==> src/prou_pkg.sv <==
// ----------------------------------------------------------------------------
// prou_pkg
// Shared widths, codes, controller/datapath bundles and the divide-by-255
// helper for the pixel raster operation unit.
// ----------------------------------------------------------------------------
package prou_pkg;

   localparam int DEFAULT_MAX_WIDTH  = 256;
   localparam int DEFAULT_MAX_HEIGHT = 256;
   localparam int DEFAULT_DEPTH_BITS = 24;

   localparam int OPCODE_W    = 2;
   localparam int COORD_W     = 16;
   localparam int CHAN_W      = 8;
   localparam int SRC_DEPTH_W = 24;
   localparam int DIM_W       = 9;
   localparam int CSR_INDEX_W = 2;
   localparam int CSR_DATA_W  = 9;

   localparam logic [DIM_W-1:0]  DIM_RESET = 9'd256;
   localparam logic [CHAN_W-1:0] CHAN_MAX  = 8'd255;

   // register indexes
   localparam logic [CSR_INDEX_W-1:0] CSR_WIDTH      = 2'd0;
   localparam logic [CSR_INDEX_W-1:0] CSR_HEIGHT     = 2'd1;
   localparam logic [CSR_INDEX_W-1:0] CSR_DEPTH_TEST = 2'd2;

   typedef enum logic [OPCODE_W-1:0] {
      OP_WRITE = 2'd0,
      OP_BLEND = 2'd1,
      OP_READ  = 2'd2,
      OP_CLEAR = 2'd3
   } op_type;

   typedef enum logic [2:0] {
      ST_IDLE,
      ST_LOCATE,
      ST_FETCH,
      ST_WRITE,
      ST_PRODUCT,
      ST_MIX,
      ST_RESULT,
      ST_CLEAR
   } state_type;

   typedef struct packed {
      logic capture;
      logic latch_addr;
      logic fetch;
      logic write_pixel;
      logic product;
      logic mix;
      logic load_rsp;
      logic clear_start;
      logic clear_step;
   } cmd_type;

   typedef struct packed {
      op_type opcode;
      logic   in_area;
      logic   alpha_zero;
      logic   area_empty;
      logic   clear_last;
      logic   rsp_free;
   } status_type;

   // floor(v / 255), exact for any v up to 255 * 255
   function automatic logic [CHAN_W-1:0] div255(input logic [2*CHAN_W-1:0] v);
      logic [2*CHAN_W:0] t;
      t = {1'b0, v} + 17'd1 + {9'd0, v[2*CHAN_W-1:CHAN_W]};
      return t[2*CHAN_W-1:CHAN_W];
   endfunction

endpackage

==> src/prou_ctrl.sv <==
// ----------------------------------------------------------------------------
// prou_ctrl
// Sequencer: takes one item at a time and steps the datapath through
// locate, store fetch, update or result, and the clear sweep.
// ----------------------------------------------------------------------------
module prou_ctrl (
   input  logic                 clock,
   input  logic                 reset,
   input  logic                 req_valid,
   output logic                 req_ready,
   input  prou_pkg::status_type status,
   output prou_pkg::cmd_type    cmd
);
   import prou_pkg::*;

   state_type state_ff;
   state_type state_in;

   always_ff @(posedge clock) begin
      if (reset) begin
         state_ff <= ST_IDLE;
      end else begin
         state_ff <= state_in;
      end
   end

   always_comb begin
      state_in = state_ff;
      case (state_ff)
         ST_IDLE: begin
            if (req_valid) state_in = ST_LOCATE;
         end
         ST_LOCATE: begin
            case (status.opcode)
               OP_CLEAR: state_in = status.area_empty ? ST_IDLE : ST_CLEAR;
               OP_READ:  state_in = ST_FETCH;
               OP_WRITE: state_in = status.in_area ? ST_FETCH : ST_IDLE;
               OP_BLEND: state_in = (status.in_area && !status.alpha_zero) ?
                                    ST_FETCH : ST_IDLE;
               default:  state_in = ST_IDLE;
            endcase
         end
         ST_FETCH: begin
            case (status.opcode)
               OP_WRITE: state_in = ST_WRITE;
               OP_BLEND: state_in = ST_PRODUCT;
               OP_READ:  state_in = ST_RESULT;
               default:  state_in = ST_IDLE;
            endcase
         end
         ST_WRITE:   state_in = ST_IDLE;
         ST_PRODUCT: state_in = ST_MIX;
         ST_MIX:     state_in = ST_IDLE;
         ST_RESULT: begin
            if (status.rsp_free) state_in = ST_IDLE;
         end
         ST_CLEAR: begin
            if (status.clear_last) state_in = ST_IDLE;
         end
         default: state_in = ST_IDLE;
      endcase
   end

   always_comb begin
      cmd       = '0;
      req_ready = 1'b0;
      case (state_ff)
         ST_IDLE: begin
            req_ready   = 1'b1;
            cmd.capture = req_valid;
         end
         ST_LOCATE: begin
            cmd.latch_addr  = 1'b1;
            cmd.clear_start = (status.opcode == OP_CLEAR);
         end
         ST_FETCH:   cmd.fetch       = 1'b1;
         ST_WRITE:   cmd.write_pixel = 1'b1;
         ST_PRODUCT: cmd.product     = 1'b1;
         ST_MIX:     cmd.mix         = 1'b1;
         ST_RESULT:  cmd.load_rsp    = status.rsp_free;
         ST_CLEAR:   cmd.clear_step  = 1'b1;
         default: ;
      endcase
   end

   a_capture_to_locate: assert property (@(posedge clock) disable iff (reset)
      cmd.capture |=> state_ff == ST_LOCATE)
      else $error("item taken but sequencer did not move to locate");

   a_result_waits: assert property (@(posedge clock) disable iff (reset)
      (state_ff == ST_RESULT && !status.rsp_free) |=> state_ff == ST_RESULT)
      else $error("read result dropped while output slot was full");

   a_clear_ends: assert property (@(posedge clock) disable iff (reset)
      (state_ff == ST_CLEAR && status.clear_last) |=> state_ff == ST_IDLE)
      else $error("clear sweep ran past its last pixel");

endmodule

==> config.mk <==
export PLATFORM = sky130hd
export DESIGN_NAME = prou_ctrl
export DESIGN_NICKNAME = d
export VERILOG_FILES = /design/src/prou_pkg.sv /design/src/prou_ctrl.sv
export SDC_FILE = /design/constraint.sdc
export NUM_CORES = 1
export LEC_CHECK = 0
export ABC_AREA = 1
export BUFFER_PORTS_ARGS = -buffer_cell sky130_fd_sc_hd__buf_2
export CAP_MARGIN = 20
export CORE_AREA = 2 2 39 41
export DETAILED_ROUTE_END_ITERATION = 7
export DIE_AREA = 0 0 41 43
export GPL_TIMING_DRIVEN = 0
export SLEW_MARGIN = 20
export SYNTH_ARGS = -nofsm -noshare
export SYNTH_HDL_FRONTEND = slang
export SYNTH_SLANG_ARGS = --single-unit
export TNS_END_PERCENT = 1
==> constraint.sdc <==
create_clock -name clock -period 1.2 [get_ports clock]
set_input_delay 0.12 -clock clock [delete_from_list [all_inputs] [get_ports clock]]
set_output_delay 0.12 -clock clock [all_outputs]
set_load 0.005 [all_outputs]
==> reports/metrics.yaml, run 1 <==
combinationalPowerShare_pct: 40.9
grt_setup_unrepaired: "true"
worstHoldPathType: "input port to register"
area_of_the_die_sq_mm: 0.00176
slew_headroom_pct: 86.3
power_switching_share_pct: 38.2
detail_route.iter0.violations: 3
synth_area_per_cell_sq_um: 5.59
tritoncts: "yes"
clock_sink_count: 3
period_needed_ps: 1190
ys_seq_elements: 3
worst_setup_path_start_kind: "register"
syn_nets: 80
total_global_routing_overflow: 0
maxCapViolations: 0
clockRootBuffer: "sky130_fd_sc_hd__clkbuf_4"
pwr-share-seq_pct: 27.2
globalplace.congestion: 0.722
via_count: 458
netSwitchingPower_w: 0.000215
drt_wl_total_um: 868
initial_core_util_pct: 26.7
die_x_um: 41
largest_registers: "state_ff x3"
detail_route.first_pass.iterations: 4
vias_per_cell: 4.32
core_area_sq_mm: 0.00138
p_leak_nw: 0.349
final-setup-viol-count: 0
place_hpwl_um: 687
layout-area-overhead-vs-synth_pct: 47.5
grt_first_pass_wirelength_um: 1330
drtAntennaViolNets: 0
grt_antenna_before_repair: 0
synth_cells: 66
drt_drc_violations_left: 0
yosysTopAreaCellShare_pct: 17.3
layout_common_cells: "19 x sky130_fd_sc_hd__buf_2, 15 x sky130_fd_sc_hd__inv_1, 15 x sky130_fd_sc_hd__nand2_1, 9 x sky130_fd_sc_hd__nor2_1"
yosys_warnings: 0
worst_pin_slew_ps: 204
buffer_levels_on_the_longest_clock_path: 2
number_of_buffers_created_by_cts: 3
rrSetupSlack_ps: 110
hold_viol_final: 0
yosysUniqueCellTypes: 15
layout_commonest_cell: "sky130_fd_sc_hd__buf_2"
run_status: "finished clean"
crit_type: "register to output pin"
clock_latency_ps: 230
routed_wire_length_per_instance_um: 8.19
endpoint_kind: "output pin"
power.internal_w: 0.000347
critPathArrivalTime_ps: 1070
clock_skew_ps: 1.69
global_route.usage.total_pct: 10.4
largest_register_ffs: 3
seq_area_sq_um: 65.1
yosys-top-cells-area: "sky130_fd_sc_hd__nand2_1 17%, sky130_fd_sc_hd__dfxtp_1 16%, sky130_fd_sc_hd__inv_1 15%, sky130_fd_sc_hd__ha_1 14%, sky130_fd_sc_hd__nor2_1 10%"
biggest_area_consumer_among_synthesized_cells: "sky130_fd_sc_hd__nand2_1"
final_core_util_pct: 39.3
power_density_mw_per_mm2: 1030
die_h_um: 43
grt_start_max_net_pins: 9
fin_worst_hold_slack_ps: 145
clk_transition_reported_paths_ps: 40
required_time_at_the_endpoint_of_the_critical_path_ps: 1080
drv_slew: 0
row_count: 14
first_global_vias: 385
fillerInstances: 156
layout_worst_path_cycle_share_pct: 99.6
irDropWorstVdd_mv: 0.459
final_layout_size_suffix_gt1_share_pct: 37.8
critical_path.max_fanout: 7
clockPowerShare_pct: 32.0
max_clock_freq_ghz: 0.837
h-tree-depth: 1
number_of_antenna_diodes: 0
largest_register: "state_ff"
yosysSeqAreaShare_pct: 16.3
io_buffers: 19
nNetsFinal: 105
ioPinCount: 20
syn_area_sq_um: 369
multi_input_area_sq_um: 253
synth_stat cells:
cell type / count
sky130_fd_sc_hd__nor3_1: 2
sky130_fd_sc_hd__nand3_1: 4
sky130_fd_sc_hd__and2_1: 1
sky130_fd_sc_hd__inv_1: 15
sky130_fd_sc_hd__buf_6: 1
sky130_fd_sc_hd__nor2_2: 1
sky130_fd_sc_hd__inv_2: 2
sky130_fd_sc_hd__o21ai_0: 1
sky130_fd_sc_hd__nor3_2: 1
sky130_fd_sc_hd__nor4_1: 1
sky130_fd_sc_hd__nor2_1: 10
sky130_fd_sc_hd__nand4_1: 3
sky130_fd_sc_hd__ha_1: 4
sky130_fd_sc_hd__dfxtp_1: 3
sky130_fd_sc_hd__nand2_1: 17
final cells by class:
class                   instances  area share, %
multi-input cells              45           46.4
repair buffers                 20           18.9
inverters                      17           12.2
flip-flops and latches          3           12.0
clock buffers                   4           4.83
well taps                      16           3.68
plain buffers                   1           2.07
worst max-delay path, cell delays in order (launching register included):
cell                      delay [ps]
sky130_fd_sc_hd__dfxtp_1         300
sky130_fd_sc_hd__buf_6           130
sky130_fd_sc_hd__nor4_2          250
sky130_fd_sc_hd__buf_2           150
cells by family (layout without fill, tap and decap cells):
kind of cell	after synthesis	count (layout)	synth area share, %
compound gates	1	1	1.35
fa+ha+maj	4	4	13.6
buf+inv	18	42	20.3
flops	3	3	16.3
simple gates	40	40	48.5
power by group through the flow:
| stage | clock (W) | combinational (W) | sequential [W] |
|---|---|---|---|
| final | 0.000180 | 0.000229 | 0.000152 |
| after global routing | 0.000190 | 0.000264 | 0.000155 |
| after CTS | 0.000181 | 0.000215 | 0.000143 |
| after detailed placement | 0 | 0.000207 | 0.000142 |
| after global placement | 0 | 0.000206 | 0.000141 |
| after floorplan | 0 | 0.000135 | 0.000137 |
metal layers:
metal	vias up	GRT usage [%]	share of wire, %
met4	0	4.00	1.5
met3	2	1.57	6.3
met5	-	0	0
li1	248	-	-
met2	13	17.8	49
met1	195	12.2	43
final timing paths:
path                     from     endpoint  cells after the start
setup / recovery  state_ff[1]       cmd[1]                      3
hold / removal          reset  state_ff[2]                      4
setup reg to reg  state_ff[1]  state_ff[1]                      7
hold reg to reg   state_ff[2]  state_ff[2]                      4
repair_timing:
action / CTS / global route
pin swaps: 0 / 2
gates resized for setup: 3 / 6
hold buffers: 0 / 0
cloned: 0 / 0
endpoints found under the hold margin: 0 / 0
buffers inserted: 0 / 1
endpoints found under the setup margin: 5 / 7
per-stage QoR:
stage | TNS, ps | worst slack (ps) | area, sq um | std cells | power [W]
5_1_grt | -173 | -77.4 | 544 | 106 | 0.000609
6_report | 0 | 5.40 | 544 | 106 | 0.000561
2_1_floorplan | 0 | 212 | 369 | 66 | 0.000272
3_5_place_dp | 0 | 132 | 484 | 101 | 0.000349
3_3_place_gp | 0 | 128 | 484 | 101 | 0.000348
4_1_cts | -30.0 | -30.0 | 517 | 105 | 0.000538
Note: power is estimated with default switching activity, not from simulation.
==> run 2: changes to the inputs <==
--- a/config.mk
+++ b/config.mk
@@ -5,7 +5,6 @@
 export SDC_FILE = /design/constraint.sdc
 export NUM_CORES = 1
 export LEC_CHECK = 0
-export ABC_AREA = 1
 export BUFFER_PORTS_ARGS = -buffer_cell sky130_fd_sc_hd__buf_2
 export CAP_MARGIN = 20
 export CORE_AREA = 2 2 39 41
==> constraint.sdc (replaced) <==
create_clock -name clock -period 1.2 [get_ports clock]
set_input_delay 0.18 -clock clock [delete_from_list [all_inputs] [get_ports clock]]
set_output_delay 0.18 -clock clock [all_outputs]
set_load 0.005 [all_outputs]
==> reports/metrics.yaml, run 2 <==
run_status: "complete, but fails checks"
violations: "setup timing"
buffer_levels_on_the_longest_clock_path: 2
drt_drc_violations_left: 0
die_h_um: 43
p_leak_nw: 0.312
clock_skew_ps: 6.13
synth-main-ff-cell: "sky130_fd_sc_hd__dfxtp_1"
row_count: 14
drt_wl_total_um: 904
layout.cells.non_filler: 92
synth-async-reset-ratio_pct: 0
ys_seq_elements: 3
yosys_warnings: 0
max_clock_freq_ghz: 0.767
setup-tns-final_ps: -288
place_hpwl_um: 686
combinationalPowerShare_pct: 49.2
global_route.usage.total_pct: 11.1
area_of_the_die_sq_mm: 0.00176
yosys-top-cells-area: "sky130_fd_sc_hd__dfxtp_1 16%, sky130_fd_sc_hd__ha_1 13%, sky130_fd_sc_hd__buf_6 8.8%, sky130_fd_sc_hd__inv_1 4.9%, sky130_fd_sc_hd__nor2_1 4.9%"
power_switching_share_pct: 33.4
power.internal_w: 0.000400
finalPower_w: 0.000600
synth_cells: 49
crit_path_max_incr_delay_ps: 310
endpoint_kind: "output pin"
layout_common_cells: "19 x sky130_fd_sc_hd__buf_2, 5 x sky130_fd_sc_hd__nor2_1, 5 x sky130_fd_sc_hd__inv_1"
via_count: 404
clock_sink_count: 3
vias_per_cell: 4.39
synth_edf_count: 0
layout_commonest_cell: "sky130_fd_sc_hd__buf_2"
clock_latency_ps: 240
detail_route.iter0.violations: 1
number_of_buffers_added_to_fix_hold_violations_after_cts: 0
clockRootBuffer: "sky130_fd_sc_hd__clkbuf_4"
fin_worst_hold_slack_ps: 139
largest_register_ffs: 3
period_needed_ps: 1300
postLayoutSetupSlackWorst_ps: -103
drtAntennaViolNets: 0
layout-area-overhead-vs-synth_pct: 51.6
placed_cells: 84
detail_route.first_pass.iterations: 2
yosysUniqueCellTypes: 24
first_global_vias: 346
critical_path.max_fanout: 8
largest_register: "state_ff"
crit_path_top_delay_cell: "sky130_fd_sc_hd__dfxtp_2"
crit_type: "register to output pin"
worst_setup_path_start_kind: "register"
final_core_util_pct: 42.2
number_of_antenna_diodes: 0
maxCapViolations: 0
total_global_routing_overflow: 0
globalplace.congestion: 0.719
number_of_buffers_created_by_cts: 3
clk_transition_reported_paths_ps: 40
required_time_at_the_endpoint_of_the_critical_path_ps: 1020
synth.top_cells.by_count: "5 x sky130_fd_sc_hd__inv_1, 5 x sky130_fd_sc_hd__nor2_1, 4 x sky130_fd_sc_hd__ha_1, 4 x sky130_fd_sc_hd__nand2_1"
h-tree-depth: 1
die_x_um: 41
slew_headroom_pct: 86.5
biggest_area_consumer_among_synthesized_cells: "sky130_fd_sc_hd__dfxtp_1"
routed_wire_length_per_instance_um: 9.83
grt_antenna_before_repair: 0
yosysTopAreaCellShare_pct: 15.6
power_density_mw_per_mm2: 1030
layout_worst_path_cycle_share_pct: 109
critPathArrivalTime_ps: 1120
grt_first_pass_wirelength_um: 1320
hold_viol_final: 0
grt_start_max_net_pins: 11
tritoncts: "yes"
nNetsFinal: 91
clockPowerShare_pct: 30.3
timing.critical_path.cells: "buf_6 > nor3_4 > and2_1 > buf_2"
largest_registers: "state_ff x3"
core_area_sq_mm: 0.00138
netSwitchingPower_w: 0.000200
io_buffers: 19
synth_area_per_cell_sq_um: 7.86
ioPinCount: 20
final-setup-viol-count: 6
initial_core_util_pct: 27.8
final_layout_size_suffix_gt1_share_pct: 52.6
worst_pin_slew_ps: 201
syn_area_sq_um: 385
pwr-share-seq_pct: 20.5
yosysSeqAreaShare_pct: 15.6
drv_slew: 0
irDropWorstVdd_mv: 0.218
worst_path_dominant_cell_family: "simple AND/OR/NAND/NOR gates"
timing.critical_path.buf_inv: 2
syn_nets: 63
worstHoldPathType: "input port to register"
grt_setup_unrepaired: "true"
run 2: final timing paths:
path	slack, ps	startpoint	depth (start not counted)	endpoint
setup / recovery	-100	state_ff[2]	4	cmd[8]
hold / removal	140	reset	2	state_ff[2]
setup reg to reg	30	state_ff[2]	5	state_ff[0]
hold reg to reg	650	state_ff[0]	3	state_ff[0]
run 2: worst register-to-register path, cell delays in order (launching register included):
cell,delay [ps]
sky130_fd_sc_hd__dfxtp_2,320
sky130_fd_sc_hd__buf_4,100
sky130_fd_sc_hd__or2b_1,230
sky130_fd_sc_hd__a21oi_2,150
sky130_fd_sc_hd__nor3_2,50
sky130_fd_sc_hd__a211oi_1,210
run 2: power by group through the flow:
stage	sequential [W]	clock [W]	combinational, W
2_1_floorplan	0.000123	0	0.000154
3_3_place_gp	0.000124	0	0.000227
3_5_place_dp	0.000124	0	0.000230
4_1_cts	0.000122	0.000186	0.000285
5_1_grt	0.000123	0.000196	0.000323
6_report	0.000123	0.000182	0.000295
run 2: cell families (layout without fill, tap and decap cells):
kind of cell             after synthesis  count (layout)  synth area share, %
buffers and inverters                  8              35                 13.6
flip-flops                             3               3                 15.6
AND/OR/NAND/NOR                       26              26                 43.5
AO/OA/AOI/OAI                          8               8                 14.3
adder cells (fa/ha/maj)                4               4                 13.0
run 2: area by class of cell:
class | count | area (sq um)
well taps | 16 | 20.0
multi-input cells | 38 | 298
fillers | 148 | 800
clock buffers | 4 | 26.3
repair buffers | 23 | 125
inverters | 5 | 18.8
plain buffers | 3 | 33.8
flip-flops and latches | 3 | 62.6
run 2: timing repair:
action                                  in CTS  in global routing
resized for setup                            3                  4
buffers inserted                             4                  0
pin swaps                                    2                  1
endpoints found under the setup margin       8                 12
run 2: routing by layer:
| metal | up-vias | GRT usage (%) | part of all wire (%) | wire [um] |
|---|---|---|---|---|
| met1 | 173 | 12.8 | 44 | 399 |
| met3 | 0 | 1.57 | 7.0 | 63 |
| met2 | 13 | 17.5 | 49 | 441 |
| li1 | 218 | - | - | - |
| met4 | 0 | 8.00 | 0 | 0 |
| met5 | - | 0 | 0 | 0 |
run 2: through the flow:
stage	setup slack (ps)	cell area (sq um)
after detailed placement	-3.70	500
final	-103	584
after global routing	-153	584
after CTS	-97.5	569
after floorplan	117	385
after global placement	1.34	500
